[src/design/laser_scan_line_decoder_defines.svh]
// assertion macros used by the decoder's scaler module
`ifndef LASER_SCAN_LINE_DECODER_DEFINES_SVH
`define LASER_SCAN_LINE_DECODER_DEFINES_SVH

// same-cycle implication, off during reset
`define LSLD_ASSERT_NOW(label, clk, rst_n, ante, cons, msg) \
    label: assert property (@(posedge clk) disable iff (!(rst_n)) (ante) |-> (cons)) \
        else $error(msg);

// next-cycle implication, off during reset
`define LSLD_ASSERT_NEXT(label, clk, rst_n, ante, cons, msg) \
    label: assert property (@(posedge clk) disable iff (!(rst_n)) (ante) |=> (cons)) \
        else $error(msg);

`endif

[src/design/lsld_pkg.sv]
`default_nettype none

package lsld_pkg;

    // result codes
    typedef enum logic [2:0] {
        KIND_DISTANCE  = 3'd0,
        KIND_SCAN_DONE = 3'd1,
        KIND_BAD_ECHO  = 3'd2,
        KIND_BUSY      = 3'd3,
        KIND_CHECKSUM  = 3'd4
    } t_kind;

    // output unit codes
    typedef enum logic [1:0] {
        UNIT_METRE = 2'd0,
        UNIT_MM    = 2'd1,
        UNIT_INCH  = 2'd2,
        UNIT_FOOT  = 2'd3
    } t_unit;

    // configuration register indexes
    localparam int CFG_IDX_W  = 3;
    localparam int CFG_DATA_W = 18;
    localparam logic [CFG_IDX_W-1:0] REG_SCAN_MODE  = 3'd0;
    localparam logic [CFG_IDX_W-1:0] REG_UNIT       = 3'd1;
    localparam logic [CFG_IDX_W-1:0] REG_SUBSTITUTE = 3'd2;
    localparam logic [CFG_IDX_W-1:0] REG_MIN_DIST   = 3'd3;
    localparam logic [CFG_IDX_W-1:0] REG_MAX_DIST   = 3'd4;

    localparam int DIST_CFG_W = 18;
    localparam logic [DIST_CFG_W-1:0] MIN_DIST_RESET = 18'd20;
    localparam logic [DIST_CFG_W-1:0] MAX_DIST_RESET = 18'd5600;

    // configuration register set
    typedef struct packed {
        logic                  scan_mode;
        t_unit                 unit;
        logic                  substitute;
        logic [DIST_CFG_W-1:0] min_distance;
        logic [DIST_CFG_W-1:0] max_distance;
    } t_cfg;

    // control part of a beat between pipeline stages
    typedef struct packed {
        logic  valid;
        t_kind kind;
    } t_beat_ctl;

    // output distance format
    localparam int DIST_W = 34;
    localparam logic [DIST_W-1:0] DIST_MAX = {DIST_W{1'b1}};

    // characters
    localparam logic [7:0] CHR_LF   = 8'h0A;
    localparam logic [7:0] CHR_M    = 8'h4D;
    localparam logic [7:0] CHR_D    = 8'h44;
    localparam logic [7:0] CHR_G    = 8'h47;
    localparam logic [7:0] CHR_9    = 8'h39;
    localparam logic [7:0] CHR_B    = 8'h62;
    localparam logic [7:0] CHR_0    = 8'h30;
    localparam logic [7:0] CHR_P    = 8'h50;
    localparam logic [7:0] CHR_BIAS = 8'h30;

    localparam int DIGIT_W = 6;

    // unit divisors, scaled by ten where the unit is not a whole number of mm
    localparam int DIV_METRE = 1000;
    localparam int DIV_INCH  = 254;
    localparam int DIV_FOOT  = 3048;

    // width of a decoded distance in mm, wide enough for the substitute too
    function automatic int mm_width(input int cpv);
        return (DIGIT_W * cpv > DIST_CFG_W) ? DIGIT_W * cpv : DIST_CFG_W;
    endfunction

endpackage

`default_nettype wire

[src/design/lsld_parser.sv]
`default_nettype none

module lsld_parser #(
    parameter int CHARS_PER_VALUE = 3
) (
    input  wire                    i_clk,
    input  wire                    i_rst_n,
    input  lsld_pkg::t_cfg         i_cfg,
    input  wire                    i_rx_valid,
    input  wire  [7:0]             i_rx_byte,
    output logic                   o_rx_ready,
    input  wire                    i_s1_ready,
    output lsld_pkg::t_beat_ctl    o_s1,
    output logic [lsld_pkg::mm_width(CHARS_PER_VALUE)-1:0] o_s1_mm
);
    import lsld_pkg::*;

    localparam int MM_W   = mm_width(CHARS_PER_VALUE);
    localparam int ACC_W  = DIGIT_W * CHARS_PER_VALUE;
    localparam int GV_W   = DIGIT_W * (CHARS_PER_VALUE - 1);
    localparam int CNT_W  = $clog2(CHARS_PER_VALUE);
    localparam logic [1:0] ECHO_LEN   = 2'd2;
    localparam logic [1:0] STATUS_LEN = 2'd3;
    localparam logic [1:0] POS_SAT    = 2'd3;

    typedef enum logic [1:0] {
        LINE_ECHO   = 2'd0,
        LINE_STATUS = 2'd1,
        LINE_STAMP  = 2'd2,
        LINE_DATA   = 2'd3
    } t_line;

    t_line             r_line,   n_line;
    logic [1:0]        r_pos,    n_pos;
    logic [7:0]        r_held,   n_held;
    logic              r_held_v, n_held_v;
    logic [5:0]        r_sum,    n_sum;
    logic              r_miss,   n_miss;
    logic [CNT_W-1:0]  r_count,  n_count;
    logic [GV_W-1:0]   r_group,  n_group;
    t_beat_ctl         r_s1;
    logic [MM_W-1:0]   r_s1_mm;

    logic              accept;
    logic              emit;
    t_kind             emit_kind;
    logic [MM_W-1:0]   emit_mm;
    logic              restart;
    logic              clear;
    logic [7:0]        hdr_char;
    logic [1:0]        hdr_limit;
    logic              checksum_ok;
    logic [7:0]        digit_full;
    logic [ACC_W-1:0]  acc;
    logic [CNT_W:0]    cnt_inc;
    logic              group_done;
    logic [MM_W-1:0]   acc_mm;

    assign accept     = i_rx_valid && i_s1_ready;
    assign o_rx_ready = i_s1_ready;

    // expected header character for this line and position
    always_comb begin
        if (r_line == LINE_ECHO) begin
            hdr_limit = ECHO_LEN;
            if (r_pos == 2'd0) begin
                hdr_char = i_cfg.scan_mode ? CHR_M : CHR_G;
            end else begin
                hdr_char = CHR_D;
            end
        end else begin
            hdr_limit = STATUS_LEN;
            if (r_pos < 2'd2) begin
                hdr_char = i_cfg.scan_mode ? CHR_9 : CHR_0;
            end else begin
                hdr_char = i_cfg.scan_mode ? CHR_B : CHR_P;
            end
        end
    end

    // checksum and digit from the held character
    assign checksum_ok = r_held_v && ((8'(r_sum) + CHR_BIAS) == r_held);
    assign digit_full  = r_held - CHR_BIAS;
    assign acc         = {r_group, digit_full[DIGIT_W-1:0]};
    assign cnt_inc     = (CNT_W+1)'(r_count) + (CNT_W+1)'(1);
    assign group_done  = cnt_inc >= (CNT_W+1)'(CHARS_PER_VALUE);

    // substitution of distances under the minimum
    always_comb begin
        acc_mm = MM_W'(acc);
        if (i_cfg.substitute && (acc_mm < MM_W'(i_cfg.min_distance))) begin
            acc_mm = MM_W'(i_cfg.max_distance);
        end
    end

    // next parse state for one character
    always_comb begin
        n_line    = r_line;
        n_pos     = r_pos;
        n_held    = r_held;
        n_held_v  = r_held_v;
        n_sum     = r_sum;
        n_miss    = r_miss;
        n_count   = r_count;
        n_group   = r_group;
        emit      = 1'b0;
        emit_kind = KIND_DISTANCE;
        emit_mm   = '0;
        restart   = 1'b0;
        clear     = 1'b0;

        if (i_rx_byte == CHR_LF) begin
            if (r_pos == 2'd0 && !r_held_v) begin
                // empty line closes the scan
                emit      = 1'b1;
                emit_kind = KIND_SCAN_DONE;
                restart   = 1'b1;
            end else begin
                case (r_line)
                    LINE_ECHO: begin
                        if (r_miss || r_pos < ECHO_LEN) begin
                            emit      = 1'b1;
                            emit_kind = KIND_BAD_ECHO;
                            restart   = 1'b1;
                        end else begin
                            n_line = LINE_STATUS;
                            clear  = 1'b1;
                        end
                    end
                    LINE_STATUS: begin
                        if (r_miss || r_pos < STATUS_LEN) begin
                            emit      = 1'b1;
                            emit_kind = KIND_BUSY;
                            restart   = 1'b1;
                        end else begin
                            n_line = LINE_STAMP;
                            clear  = 1'b1;
                        end
                    end
                    default: begin
                        if (!checksum_ok) begin
                            emit      = 1'b1;
                            emit_kind = KIND_CHECKSUM;
                            restart   = 1'b1;
                        end else begin
                            n_line = LINE_DATA;
                            clear  = 1'b1;
                        end
                    end
                endcase
            end
        end else begin
            if (r_line == LINE_ECHO || r_line == LINE_STATUS) begin
                // header compare, later characters ignored
                if (r_pos < hdr_limit && i_rx_byte != hdr_char) begin
                    n_miss = 1'b1;
                end
            end else begin
                // release the held character into sum and group
                if (r_held_v) begin
                    n_sum = r_sum + r_held[5:0];
                    if (r_line == LINE_DATA) begin
                        if (group_done) begin
                            emit    = 1'b1;
                            emit_mm = acc_mm;
                            n_count = '0;
                            n_group = '0;
                        end else begin
                            n_count = cnt_inc[CNT_W-1:0];
                            n_group = acc[GV_W-1:0];
                        end
                    end
                end
                n_held   = i_rx_byte;
                n_held_v = 1'b1;
            end
            if (r_pos != POS_SAT) begin
                n_pos = r_pos + 2'd1;
            end
        end

        if (clear || restart) begin
            n_pos    = '0;
            n_held   = '0;
            n_held_v = 1'b0;
            n_sum    = '0;
            n_miss   = 1'b0;
        end
        if (restart) begin
            n_line  = LINE_ECHO;
            n_count = '0;
            n_group = '0;
        end
    end

    // parse state and first stage register
    always_ff @(posedge i_clk) begin
        if (!i_rst_n) begin
            r_line     <= LINE_ECHO;
            r_pos      <= '0;
            r_held     <= '0;
            r_held_v   <= 1'b0;
            r_sum      <= '0;
            r_miss     <= 1'b0;
            r_count    <= '0;
            r_group    <= '0;
            r_s1.valid <= 1'b0;
        end else begin
            if (accept) begin
                r_line   <= n_line;
                r_pos    <= n_pos;
                r_held   <= n_held;
                r_held_v <= n_held_v;
                r_sum    <= n_sum;
                r_miss   <= n_miss;
                r_count  <= n_count;
                r_group  <= n_group;
            end
            if (i_s1_ready) begin
                r_s1.valid <= accept && emit;
            end
        end
        if (i_s1_ready) begin
            r_s1.kind <= emit_kind;
            r_s1_mm   <= emit_mm;
        end
    end

    assign o_s1    = r_s1;
    assign o_s1_mm = r_s1_mm;

endmodule

`default_nettype wire

[src/design/lsld_scaler.sv]
`default_nettype none
`include "laser_scan_line_decoder_defines.svh"

module lsld_scaler #(
    parameter int FRACTION_BITS   = 16,
    parameter int CHARS_PER_VALUE = 3
) (
    input  wire                    i_clk,
    input  wire                    i_rst_n,
    input  lsld_pkg::t_unit        i_unit,
    input  lsld_pkg::t_beat_ctl    i_s1,
    input  wire  [lsld_pkg::mm_width(CHARS_PER_VALUE)-1:0] i_s1_mm,
    output logic                   o_s1_ready,
    output logic                   o_res_valid,
    input  wire                    i_res_ready,
    output lsld_pkg::t_kind        o_result_kind,
    output logic [lsld_pkg::DIST_W-1:0] o_distance
);
    import lsld_pkg::*;

    // mm * M + 2^(K-1), shifted right by K, rounds exactly for any mm of MM_W bits
    localparam int MM_W = mm_width(CHARS_PER_VALUE);
    localparam int K    = MM_W + 12;
    localparam int MW   = FRACTION_BITS + K - 4;
    localparam int LW   = (MW + 1) / 2;
    localparam int HW   = MW - LW;
    localparam int SW   = MM_W + MW + 1;
    localparam int QW   = SW - K;
    localparam int XW   = (MM_W + FRACTION_BITS > DIST_W) ? MM_W + FRACTION_BITS : DIST_W;

    localparam logic [127:0] ONE   = 128'd1;
    localparam logic [127:0] SCALE = ONE << (FRACTION_BITS + K);
    localparam logic [127:0] RM = (SCALE + 128'(DIV_METRE - 1)) / 128'(DIV_METRE);
    localparam logic [127:0] RI = (SCALE * 128'd10 + 128'(DIV_INCH - 1)) / 128'(DIV_INCH);
    localparam logic [127:0] RF = (SCALE * 128'd10 + 128'(DIV_FOOT - 1)) / 128'(DIV_FOOT);
    localparam logic [MW-1:0] MUL_METRE = RM[MW-1:0];
    localparam logic [MW-1:0] MUL_INCH  = RI[MW-1:0];
    localparam logic [MW-1:0] MUL_FOOT  = RF[MW-1:0];
    localparam logic [SW-1:0] ROUND_HALF = SW'(ONE << (K - 1));

    logic              en2;
    logic              en3;
    logic [MW-1:0]     mul_sel;
    logic [MM_W+LW-1:0] n_p_lo;
    logic [MM_W+HW-1:0] n_p_hi;

    logic              r_s2_valid;
    t_kind             r_s2_kind;
    logic [MM_W-1:0]   r_s2_mm;
    logic [MM_W+LW-1:0] r_p_lo;
    logic [MM_W+HW-1:0] r_p_hi;

    logic [SW-1:0]     sum;
    logic [QW-1:0]     quot;
    logic [XW-1:0]     dist_x;
    logic              sat;
    logic [DIST_W-1:0] n_dist;

    logic              r_out_valid;
    t_kind             r_out_kind;
    logic [DIST_W-1:0] r_out_dist;

    // elastic stage enables
    assign en3        = !r_out_valid || i_res_ready;
    assign en2        = !r_s2_valid || en3;
    assign o_s1_ready = !i_s1.valid || en2;

    // reciprocal for the selected unit
    always_comb begin
        case (i_unit)
            UNIT_METRE: mul_sel = MUL_METRE;
            UNIT_INCH:  mul_sel = MUL_INCH;
            UNIT_FOOT:  mul_sel = MUL_FOOT;
            default:    mul_sel = '0;
        endcase
    end

    // two partial products of mm and the reciprocal
    assign n_p_lo = (MM_W+LW)'(i_s1_mm) * (MM_W+LW)'(mul_sel[LW-1:0]);
    assign n_p_hi = (MM_W+HW)'(i_s1_mm) * (MM_W+HW)'(mul_sel[MW-1:LW]);

    // recombine, round, saturate
    assign sum  = (SW'(r_p_hi) << LW) + SW'(r_p_lo) + ROUND_HALF;
    assign quot = sum[SW-1:K];

    always_comb begin
        if (i_unit == UNIT_MM) begin
            dist_x = XW'(r_s2_mm) << FRACTION_BITS;
        end else begin
            dist_x = XW'(quot);
        end
        sat = dist_x > XW'(DIST_MAX);
        if (r_s2_kind != KIND_DISTANCE) begin
            n_dist = '0;
        end else if (sat) begin
            n_dist = DIST_MAX;
        end else begin
            n_dist = dist_x[DIST_W-1:0];
        end
    end

    // product stage and result register
    always_ff @(posedge i_clk) begin
        if (!i_rst_n) begin
            r_s2_valid  <= 1'b0;
            r_out_valid <= 1'b0;
        end else begin
            if (en2) begin
                r_s2_valid <= i_s1.valid;
            end
            if (en3) begin
                r_out_valid <= r_s2_valid;
            end
        end
        if (en2) begin
            r_s2_kind <= i_s1.kind;
            r_s2_mm   <= i_s1_mm;
            r_p_lo    <= n_p_lo;
            r_p_hi    <= n_p_hi;
        end
        if (en3) begin
            r_out_kind <= r_s2_kind;
            r_out_dist <= n_dist;
        end
    end

    assign o_res_valid   = r_out_valid;
    assign o_result_kind = r_out_kind;
    assign o_distance    = r_out_dist;

    // a result only appears after the product stage held one
    `LSLD_ASSERT_NOW(a_out_from_s2, i_clk, i_rst_n, $rose(r_out_valid), $past(r_s2_valid),
        "result appeared without a product stage beat")
    // product stage keeps its beat while blocked
    `LSLD_ASSERT_NEXT(a_s2_hold, i_clk, i_rst_n, r_s2_valid && !en2,
        r_s2_valid && $stable(r_p_lo) && $stable(r_p_hi),
        "product stage lost a blocked beat")
    // status results leave with a zero distance
    `LSLD_ASSERT_NEXT(a_status_zero, i_clk, i_rst_n,
        r_s2_valid && en3 && r_s2_kind != KIND_DISTANCE, r_out_dist == '0,
        "status result carries a distance")

endmodule

`default_nettype wire

[src/design/laser_scan_line_decoder.sv]
`default_nettype none

// Decodes a rangefinder's serial range answer one received byte per beat and
// takes a byte in every cycle until three results are queued behind a stalled
// output; the byte-side ready follows the result-side ready in the same cycle.
// A byte is parsed in the cycle it is accepted (header compare, checksum,
// digit grouping, substitution of short distances) into a first stage
// register, and the unit conversion runs through a partial-product multiply
// stage and a rounding stage into the output register. Results are distances
// in the chosen unit with FRACTION_BITS fraction bits, saturating at the top
// of the 34-bit field, or status beats (scan complete, bad echo, sensor busy,
// checksum error) with zero distance; after a status beat parsing restarts at
// the echo line. Configuration registers must be written only while the block
// is idle, which the block itself does not enforce; they take effect on the
// next byte.
module laser_scan_line_decoder #(
    parameter int FRACTION_BITS   = 16,
    parameter int CHARS_PER_VALUE = 3
) (
    input  wire                              i_clk,
    input  wire                              i_rst_n,
    input  wire                              i_cfg_we,
    input  wire  [lsld_pkg::CFG_IDX_W-1:0]   i_cfg_index,
    input  wire  [lsld_pkg::CFG_DATA_W-1:0]  i_cfg_data,
    input  wire                              i_rx_valid,
    output logic                             o_rx_ready,
    input  wire  [7:0]                       i_rx_byte,
    output logic                             o_res_valid,
    input  wire                              i_res_ready,
    output logic [2:0]                       o_result_kind,
    output logic [lsld_pkg::DIST_W-1:0]      o_distance
);
    import lsld_pkg::*;

    localparam int MM_W = mm_width(CHARS_PER_VALUE);

    t_cfg            r_cfg;
    t_beat_ctl       s1;
    logic [MM_W-1:0] s1_mm;
    logic            s1_ready;
    t_kind           res_kind;

    // configuration registers
    always_ff @(posedge i_clk) begin
        if (!i_rst_n) begin
            r_cfg.scan_mode    <= 1'b0;
            r_cfg.unit         <= UNIT_METRE;
            r_cfg.substitute   <= 1'b0;
            r_cfg.min_distance <= MIN_DIST_RESET;
            r_cfg.max_distance <= MAX_DIST_RESET;
        end else if (i_cfg_we) begin
            case (i_cfg_index)
                REG_SCAN_MODE:  r_cfg.scan_mode    <= i_cfg_data[0];
                REG_UNIT:       r_cfg.unit         <= t_unit'(i_cfg_data[1:0]);
                REG_SUBSTITUTE: r_cfg.substitute   <= i_cfg_data[0];
                REG_MIN_DIST:   r_cfg.min_distance <= i_cfg_data[DIST_CFG_W-1:0];
                REG_MAX_DIST:   r_cfg.max_distance <= i_cfg_data[DIST_CFG_W-1:0];
                default: begin
                end
            endcase
        end
    end

    // byte parser
    lsld_parser #(
        .CHARS_PER_VALUE (CHARS_PER_VALUE)
    ) u_parser (
        .i_clk      (i_clk),
        .i_rst_n    (i_rst_n),
        .i_cfg      (r_cfg),
        .i_rx_valid (i_rx_valid),
        .i_rx_byte  (i_rx_byte),
        .o_rx_ready (o_rx_ready),
        .i_s1_ready (s1_ready),
        .o_s1       (s1),
        .o_s1_mm    (s1_mm)
    );

    // unit conversion and result register
    lsld_scaler #(
        .FRACTION_BITS   (FRACTION_BITS),
        .CHARS_PER_VALUE (CHARS_PER_VALUE)
    ) u_scaler (
        .i_clk         (i_clk),
        .i_rst_n       (i_rst_n),
        .i_unit        (r_cfg.unit),
        .i_s1          (s1),
        .i_s1_mm       (s1_mm),
        .o_s1_ready    (s1_ready),
        .o_res_valid   (o_res_valid),
        .i_res_ready   (i_res_ready),
        .o_result_kind (res_kind),
        .o_distance    (o_distance)
    );

    assign o_result_kind = res_kind;

endmodule

`default_nettype wire

[config.mk]
export PLATFORM = sky130hd
export DESIGN_NAME = laser_scan_line_decoder
export DESIGN_NICKNAME = d
export VERILOG_FILES = /design/src/design/lsld_pkg.sv /design/src/design/lsld_parser.sv /design/src/design/lsld_scaler.sv /design/src/design/laser_scan_line_decoder.sv
export VERILOG_INCLUDE_DIRS = /design/src /design/src/design
export SDC_FILE = /design/constraint.sdc
export NUM_CORES = 1
export LEC_CHECK = 0
export ABC_AREA = 1
export ABC_CLOCK_PERIOD_IN_PS = 7950
export BUFFER_PORTS_ARGS = -buffer_cell sky130_fd_sc_hd__buf_2
export CAP_MARGIN = 20
export CORE_MARGIN = 8
export CORE_UTILIZATION = 65
export CTS_CLUSTER_DIAMETER = 100
export DETAILED_ROUTE_END_ITERATION = 10
export GPL_ROUTABILITY_DRIVEN = 1
export PLACE_DENSITY = 0.85
export SLEW_MARGIN = 30
export SYNTH_ARGS = -nofsm -noshare
export SYNTH_HDL_FRONTEND = slang
export SYNTH_SLANG_ARGS = --single-unit
[constraint.sdc]
create_clock -name i_clk -period 7.95 [get_ports i_clk]
set_clock_uncertainty 0.15 [all_clocks]
set_input_delay 2.385 -clock i_clk [delete_from_list [all_inputs] [get_ports i_clk]]
set_output_delay 2.385 -clock i_clk [all_outputs]
set_load 0.03 [all_outputs]
Word level (Yosys, flattened, before mapping)
Cells that the tools add are included.

storage, ports and cells
  input bits = 34
  word-level logic and storage cells = 176
  register bits after elaboration = 234

cells by class
  reductions and logical operators = 43
  add/sub/neg operators = 7
  multipliers = 2
  muxes and demuxes = 69
  eq/ne operators = 20
  bitwise gates (word level) = 4
  order comparisons = 6

operator list
  kind                    count
  $pmux 42 s3             1
  $mul 18x21->39          2
  $mux 12                 6
  $mux 34                 2
  $add 60x39->61          1
  $add 61x30->61 const B  1
  $mux 8                  6
  $gt 34x34->1 const B    1
  $mux 2                  17
  $mux 6                  5
  $mux 1                  24
  $lt 18x18->1            1
  $mux 18                 1
  $reduce_bool 2->1       7
  $reduce_and 2->1        5
  $eq 7x8->1              1
  $eq 8x4->1 const B      1
  $mux 4                  2
  $ne 8x8->1              1
  $reduce_and 4->1        2
  $add 6x6->7 const B     1
  $logic_or 1x1->1        7
  $add 6x6->6             1
  $eq 2x2->1 const B      3
  29 further kinds        52

Logic depth before layout (Yosys ltp)
  depth in word-level cells = 10
  mapped depth = 32

By module
A second synthesis with hierarchy kept.

unflattened totals
  cell total of the unflattened synthesis = 3571
  area, all modules = 29776.1 µm²

modules (own cells, without submodules)
  module                   times used  cells each  area each (µm²)  sequential area each (µm²)
  lsld_scaler              1           2808        24504.8          3433.3
  lsld_parser              1           524         3619.7           1331.3
  laser_scan_line_decoder  1           239         1651.6           800.8

Worst setup path before layout
Ideal clock, no wire load.

  path type = flip-flop to flip-flop
  from = reg r_cfg[37] (netlist bit)
  to = reg u_scaler.r_p_hi[36] (data pin)
  required time = 7.548 ns
  setup slack = 1.432 ns
  buffers on the path = 3
  period minus slack after synthesis = 6.518 ns
  arrival time = 6.116 ns
  cell stages (with the launch flop) = 27
  library setup time = 0.252 ns
  cell sequence = dfxtp_1 clkbuf_1 inv_1 ha_1 clkbuf_1 clkbuf_1 nor2_1 fa_1 inv_1 fa_1 inv_1 fa_1 fa_1 inv_1 fa_1 inv_1 fa_1 ha_1 nand2_1 nor2_1 inv_1 o21ai_0 inv_1 o21ai_2 nand3_1 nand3_1 nand2_1

between the ends
  word-level cells in the longest chain between the ends = 3
  elaborated cells between the ends (all ways) = 5

ends and longest elaborated chain
  item                                                  RTL line                       RTL
  from (decl)                                           laser_scan_line_decoder.sv:37  t_cfg r_cfg;
  $eq 2x2->1 / $logic_not 2->1 (equally long branches)  lsld_scaler.sv:70              case (i_unit)
  $pmux 42 s3 (*)                                       lsld_scaler.sv:70
  $mul 18x21->39 (*)                                    lsld_scaler.sv:80              assign n_p_hi = (MM_W+HW)'(i_s1_mm) * (MM_W+HW)'(mul_sel[MW-1:LW]);
  via u_scaler.n_p_hi[36]                               lsld_scaler.sv:45              logic [MM_W+HW-1:0] n_p_hi;
  to (signal assigned)                                  lsld_scaler.sv:119             r_p_hi <= n_p_hi;
  to (decl)                                             lsld_scaler.sv:51              logic [MM_W+HW-1:0] r_p_hi;

Mark *: on every way through the listed nets, which the timed path passes. The rest lies on a longest branch.
A chain may end at the register's enable or synchronous reset.

Final worst setup path
  from = reg r_cfg[37] (netlist bit)
  to = reg u_scaler.r_p_lo[24] (data pin)

between the ends
  word-level cells in the longest chain between the ends = 3
  elaborated cells between the ends (all ways) = 5

ends and longest elaborated chain
  item                                                  RTL line            RTL
  $eq 2x2->1 / $logic_not 2->1 (equally long branches)  lsld_scaler.sv:70
  $pmux 42 s3 (*)                                       lsld_scaler.sv:70
  $mul 18x21->39 (*)                                    lsld_scaler.sv:79   assign n_p_lo = (MM_W+LW)'(i_s1_mm) * (MM_W+LW)'(mul_sel[LW-1:0]);
  via u_scaler.n_p_lo[24]                               lsld_scaler.sv:44   logic [MM_W+LW-1:0] n_p_lo;
  to (signal assigned)                                  lsld_scaler.sv:118  r_p_lo <= n_p_lo;
  to (decl)                                             lsld_scaler.sv:50   logic [MM_W+LW-1:0] r_p_lo;

Marks and branches as above.

==> results.txt <==
----------------------------------------------------
[Power]
  Sw Ratio ... about 22%
  Net switching power ... between 500 and 600 uW
  Comb power frac ... between 3 and 4%
  P_int ... 1.91 mW
  Clock network power share ... about half
  Total power after layout ... roughly 2.5 mW
  Seq pwr share ... 47.6%
  IR Drop Worst-Case VDD ... 0.000194 V
  Static leakage ... roughly 18 nW
  Ratio of total power to cell area ... approximately 80 mW/mm^2

[Timing]
  Share of the clock period used by the worst path ... approximately nine tenths
  Transition time of the tightest slew-check pin ... between 0.9 and 1 ns
  Fin. Hold Viols ... 0
  Setup Viol. Count Final ... 0
  Max-slew violation count ... 0
  Setup repair after global routing missed its margin ... false
  Final min period ... around 7.2 ns
  Relative max-transition margin ... 37.9%
  Max Clk Rate ... between 100 and 150 MHz
  Setup TNS ... 0 ns
  Smallest hold slack ... 0.271 ns
  Final WS setup ... 0.764 ns

[Synth]
  Yosys top cell area share ... about 30%
  Summed instance area of the synthesized netlist ... between 0.02 and 0.03 mm^2
  Top flip-flop cell by instance count after synthesis ... sky130_fd_sc_hd__edfxtp_1
  Most common cell in the netlist ... sky130_fd_sc_hd__inv_1
  Post-synth cell types ... 47
  Asr flop ratio synth ... 0%
  Number of nets in the synthesized netlist ... between 4000 and 5000
  Synth Instances ... around 3500
  Number of warnings printed during yosys synthesis ... 0
  Average footprint of a synthesized cell ... 8.45 um^2
  Number of register bits inferred by synthesis ... roughly 210
  Sequential cell area fraction in the yosys report ... 18.9%
  Cell taking the most area after synthesis ... sky130_fd_sc_hd__fa_1
  Top cells by area in the synthesized netlist ... sky130_fd_sc_hd__fa_1, sky130_fd_sc_hd__ha_1, sky130_fd_sc_hd__edfxtp_1
  Number of enable-type register cells in the synthesized netlist ... 134
  Commonest cells in the synthesized netlist ... sky130_fd_sc_hd__inv_1, sky130_fd_sc_hd__nand2_1, sky130_fd_sc_hd__fa_1

[Min path]
  HP Class ... flop to flop
  Worst Min Path Start ... u_parser.o_s1[1]$_SDFFCE_PP0N_
  Instance count along the most critical hold path ... 0
  Worst min-delay path endpoint ... u_scaler.r_s2_kind[1]$_DFFE_PP_

[Global routing]
  Via count of the first global-routing pass ... between 20000 and 25000
  Wire length of the first global-routing pass ... 135 mm
  Overall overflow remaining after global route ... 0
  Pin count of the biggest net entering global routing ... 77
  Overall routing resource usage ... roughly a third
  Initial antenna violation count ... 7

[Cells and area]
  Area growth, synth to finish ... 6.49%
  Net count, final ... 4412
  Share of post-route cells with drive strength above 1 ... under 10%

[Floorplan]
  Core box area ... around 0.045 mm^2
  Count of pins on the block boundary ... between 70 and 80
  Die Ht ... 229 um
  Number of standard-cell rows in the floorplan ... 78
  Effective utilization at floorplan ... 65.4%
  Die Area ... between 0.05 and 0.06 mm^2
  Die span in x ... between 200 and 250 um

[Setup path]
  Critical path startpoint category ... flop
  Cell repeated most along the worst path ... sky130_fd_sc_hd__inv_1
  Biggest fanout along the worst timing path ... 18
  R2r setup slk ... ~0.76 ns
  Required @ worst endpoint ... between 8 and 9 ns
  List of cells traversed by the critical path ... inv_1, ha_1, nand2_1, inv_1, fa_1, inv_1, fa_1, fa_1, inv_1, fa_1, inv_1, fa_1, fa_1, inv_1, ha_1, a21oi_1, inv_1, nor2_1, a21boi_0, nand2_1, nand2_1, nand2_1, nand2_1, nand2_1
  End of the worst register-to-register path ... u_scaler.r_p_lo[24]$_DFFE_PP_
  Critical path endpoint category ... flop
  Launching point of the worst reg2reg path ... r_cfg[37]$_SDFFE_PN0P_
  Arrival time at the worst endpoint ... 7.32 ns
  CP max-delay cell ... sky130_fd_sc_hd__ha_1
  Largest stage delay on the critical path ... 0.80 ns
  Cell count of the worst reg-to-reg path ... 24
  Critical path class ... flop to flop

[Routing]
  DRT iter0 DRCs ... between 2000 and 2500
  Final ANT Viol Nets ... 0
  Post-detailed-route wirelength per cell ... 21.2 um
  Number of vias per cell after detailed routing ... around 5.5
  First-pass iteration count of the detailed router ... 7
  Count of unresolved DRC violations after routing ... 0
  Total wire length after detailed routing ... ~90 mm
  Vias ... 23100

[Clocking]
  Clk sink count ... approximately 210
  Clock Path Buffers ... 3
  Clock buffers created by TritonCTS ... 26
  TritonCTS clock tree ... done
  Root buffer selected by CTS ... sky130_fd_sc_hd__clkbuf_16
  H-Tree Level Count ... 1
  Clock latency of the later-clocked register in the worst-skew pair ... 0.55 ns
  Number of gates given a new drive strength after cts ... 0
  Cts hold-fix bufs ... 0
  Number of buffers inserted to repair setup after CTS ... 0
  Clock slew at reported path FFs ... 0.06 ns

[Run status]
  Result of the run ... finished clean

[Flow run]
  Max-capacitance violation count ... 0

[Placement]
  Dpl ws ... approximately 0.86 ns
  Detail Placement HPWL ... between 70 and 80 mm
  Quantity of I/O buffers inserted on ports ... ~70
  Gpl congestion ... roughly 1.1

----------------------------------------------------
## stage by stage
stage,utilization (%),instance area (um^2),std cells
6_report,69.6,31400,4185
5_1_grt,69.6,31400,4184
4_1_cts,69.6,31400,4184
3_5_place_dp,67.7,30500,4137
3_3_place_gp,67.7,30500,4137
2_1_floorplan,-,29500,3488
## cells in the final DEF (no fill, tap or decap), types with 20 or more instances in the layout
cell type and count:
sky130_fd_sc_hd__nand4_1 24, sky130_fd_sc_hd__inv_1 912, sky130_fd_sc_hd__edfxtp_1 134, sky130_fd_sc_hd__ha_1 378, sky130_fd_sc_hd__xor2_1 29, sky130_fd_sc_hd__buf_2 72, sky130_fd_sc_hd__o21bai_1 20, sky130_fd_sc_hd__o21ai_0 84
sky130_fd_sc_hd__nand2_1 629, sky130_fd_sc_hd__clkbuf_16 27, sky130_fd_sc_hd__nor3_1 28, sky130_fd_sc_hd__a21oi_1 145, sky130_fd_sc_hd__fa_1 435, sky130_fd_sc_hd__nor2_1 312, sky130_fd_sc_hd__dfxtp_1 77, sky130_fd_sc_hd__nand3_1 133
## power groups by stage
stage          Clock, mW  Combinational (mW)  Sequential, mW
2_1_floorplan          0              0.0586            1.19
3_3_place_gp           0              0.0876            1.19
3_5_place_dp           0              0.0899            1.19
4_1_cts             1.20              0.0910            1.17
5_1_grt             1.25               0.101            1.17
6_report            1.19              0.0924            1.17
## worst max-delay path, delay by kind of cell, from the launching register on
family	cells	cell delay, ns
buffers and inverters	7	0.92
AO/OA/AOI/OAI	2	0.64
AND/OR/NAND/NOR	7	0.83
flip-flops	1	0.32
adder cells (fa/ha/maj)	8	4.06
## worst max path at each step
stage / from / to / cells after the start
after floorplan: r_cfg[37]$_SDFFE_PN0P_ / u_scaler.r_p_hi[36]$_DFFE_PP_ / 26
after global placement: r_cfg[37]$_SDFFE_PN0P_ / u_scaler.r_p_lo[37]$_DFFE_PP_ / 22
after detailed placement: r_cfg[37]$_SDFFE_PN0P_ / u_scaler.r_p_lo[24]$_DFFE_PP_ / 24
after CTS: r_cfg[37]$_SDFFE_PN0P_ / u_scaler.r_p_lo[24]$_DFFE_PP_ / 24
after global routing: r_cfg[37]$_SDFFE_PN0P_ / u_scaler.r_p_lo[24]$_DFFE_PP_ / 24
final: r_cfg[37]$_SDFFE_PN0P_ / u_scaler.r_p_lo[24]$_DFFE_PP_ / 24
## logic make-up (layout without fill, tap and decap cells)
logic type | Yosys count | after routing | synth area share (%)
and+or+nand+nor | 1168 | 1168 | 16.4
AOI/OAI and AO/OA | 295 | 295 | 5.54
adders and majority gates | 813 | 813 | 45.6
DFF | 211 | 211 | 18.9
other | 0 | 1 | 0
xor gates and xnor gates | 44 | 44 | 1.31
buffers and inverters | 957 | 1053 | 12.3
## sequential cells by signal, summed over array words and instances, names as in the netlist, 6 cells and up
signal and count:
u_parser.r_held 8, u_scaler.r_p_hi 38, u_scaler.r_p_lo 17, u_scaler.r_s2_mm 18, u_scaler.o_distance 34, u_parser.r_group 12, u_parser.o_s1_mm 18, r_cfg 40
u_parser.r_sum 6
## per-layer routing
layer | vias to the layer above | share of wire [%] | wire length, um | global-route usage (%)
li1 | 10800 | - | - | -
met1 | 11100 | 41 | 36000 | 44.8
met2 | 1044 | 43 | 38300 | 50.7
met3 | 189 | 12 | 10700 | 12.7
met4 | 10 | 4.1 | 3600 | 10.8
met5 | - | 0.074 | 66 | 0
## area by class of cell
class | instances | area (um^2)
antenna | 1 | 2.50
clock buffer | 30 | 687
clock inverter | 17 | 169
fill | 3734 | 13700
inverter | 918 | 3450
multi-input combinational | 2320 | 20300
sequential | 211 | 5570
tap | 600 | 751
timing repair buffer | 88 | 484
Power figures use the tool's default switching activity.
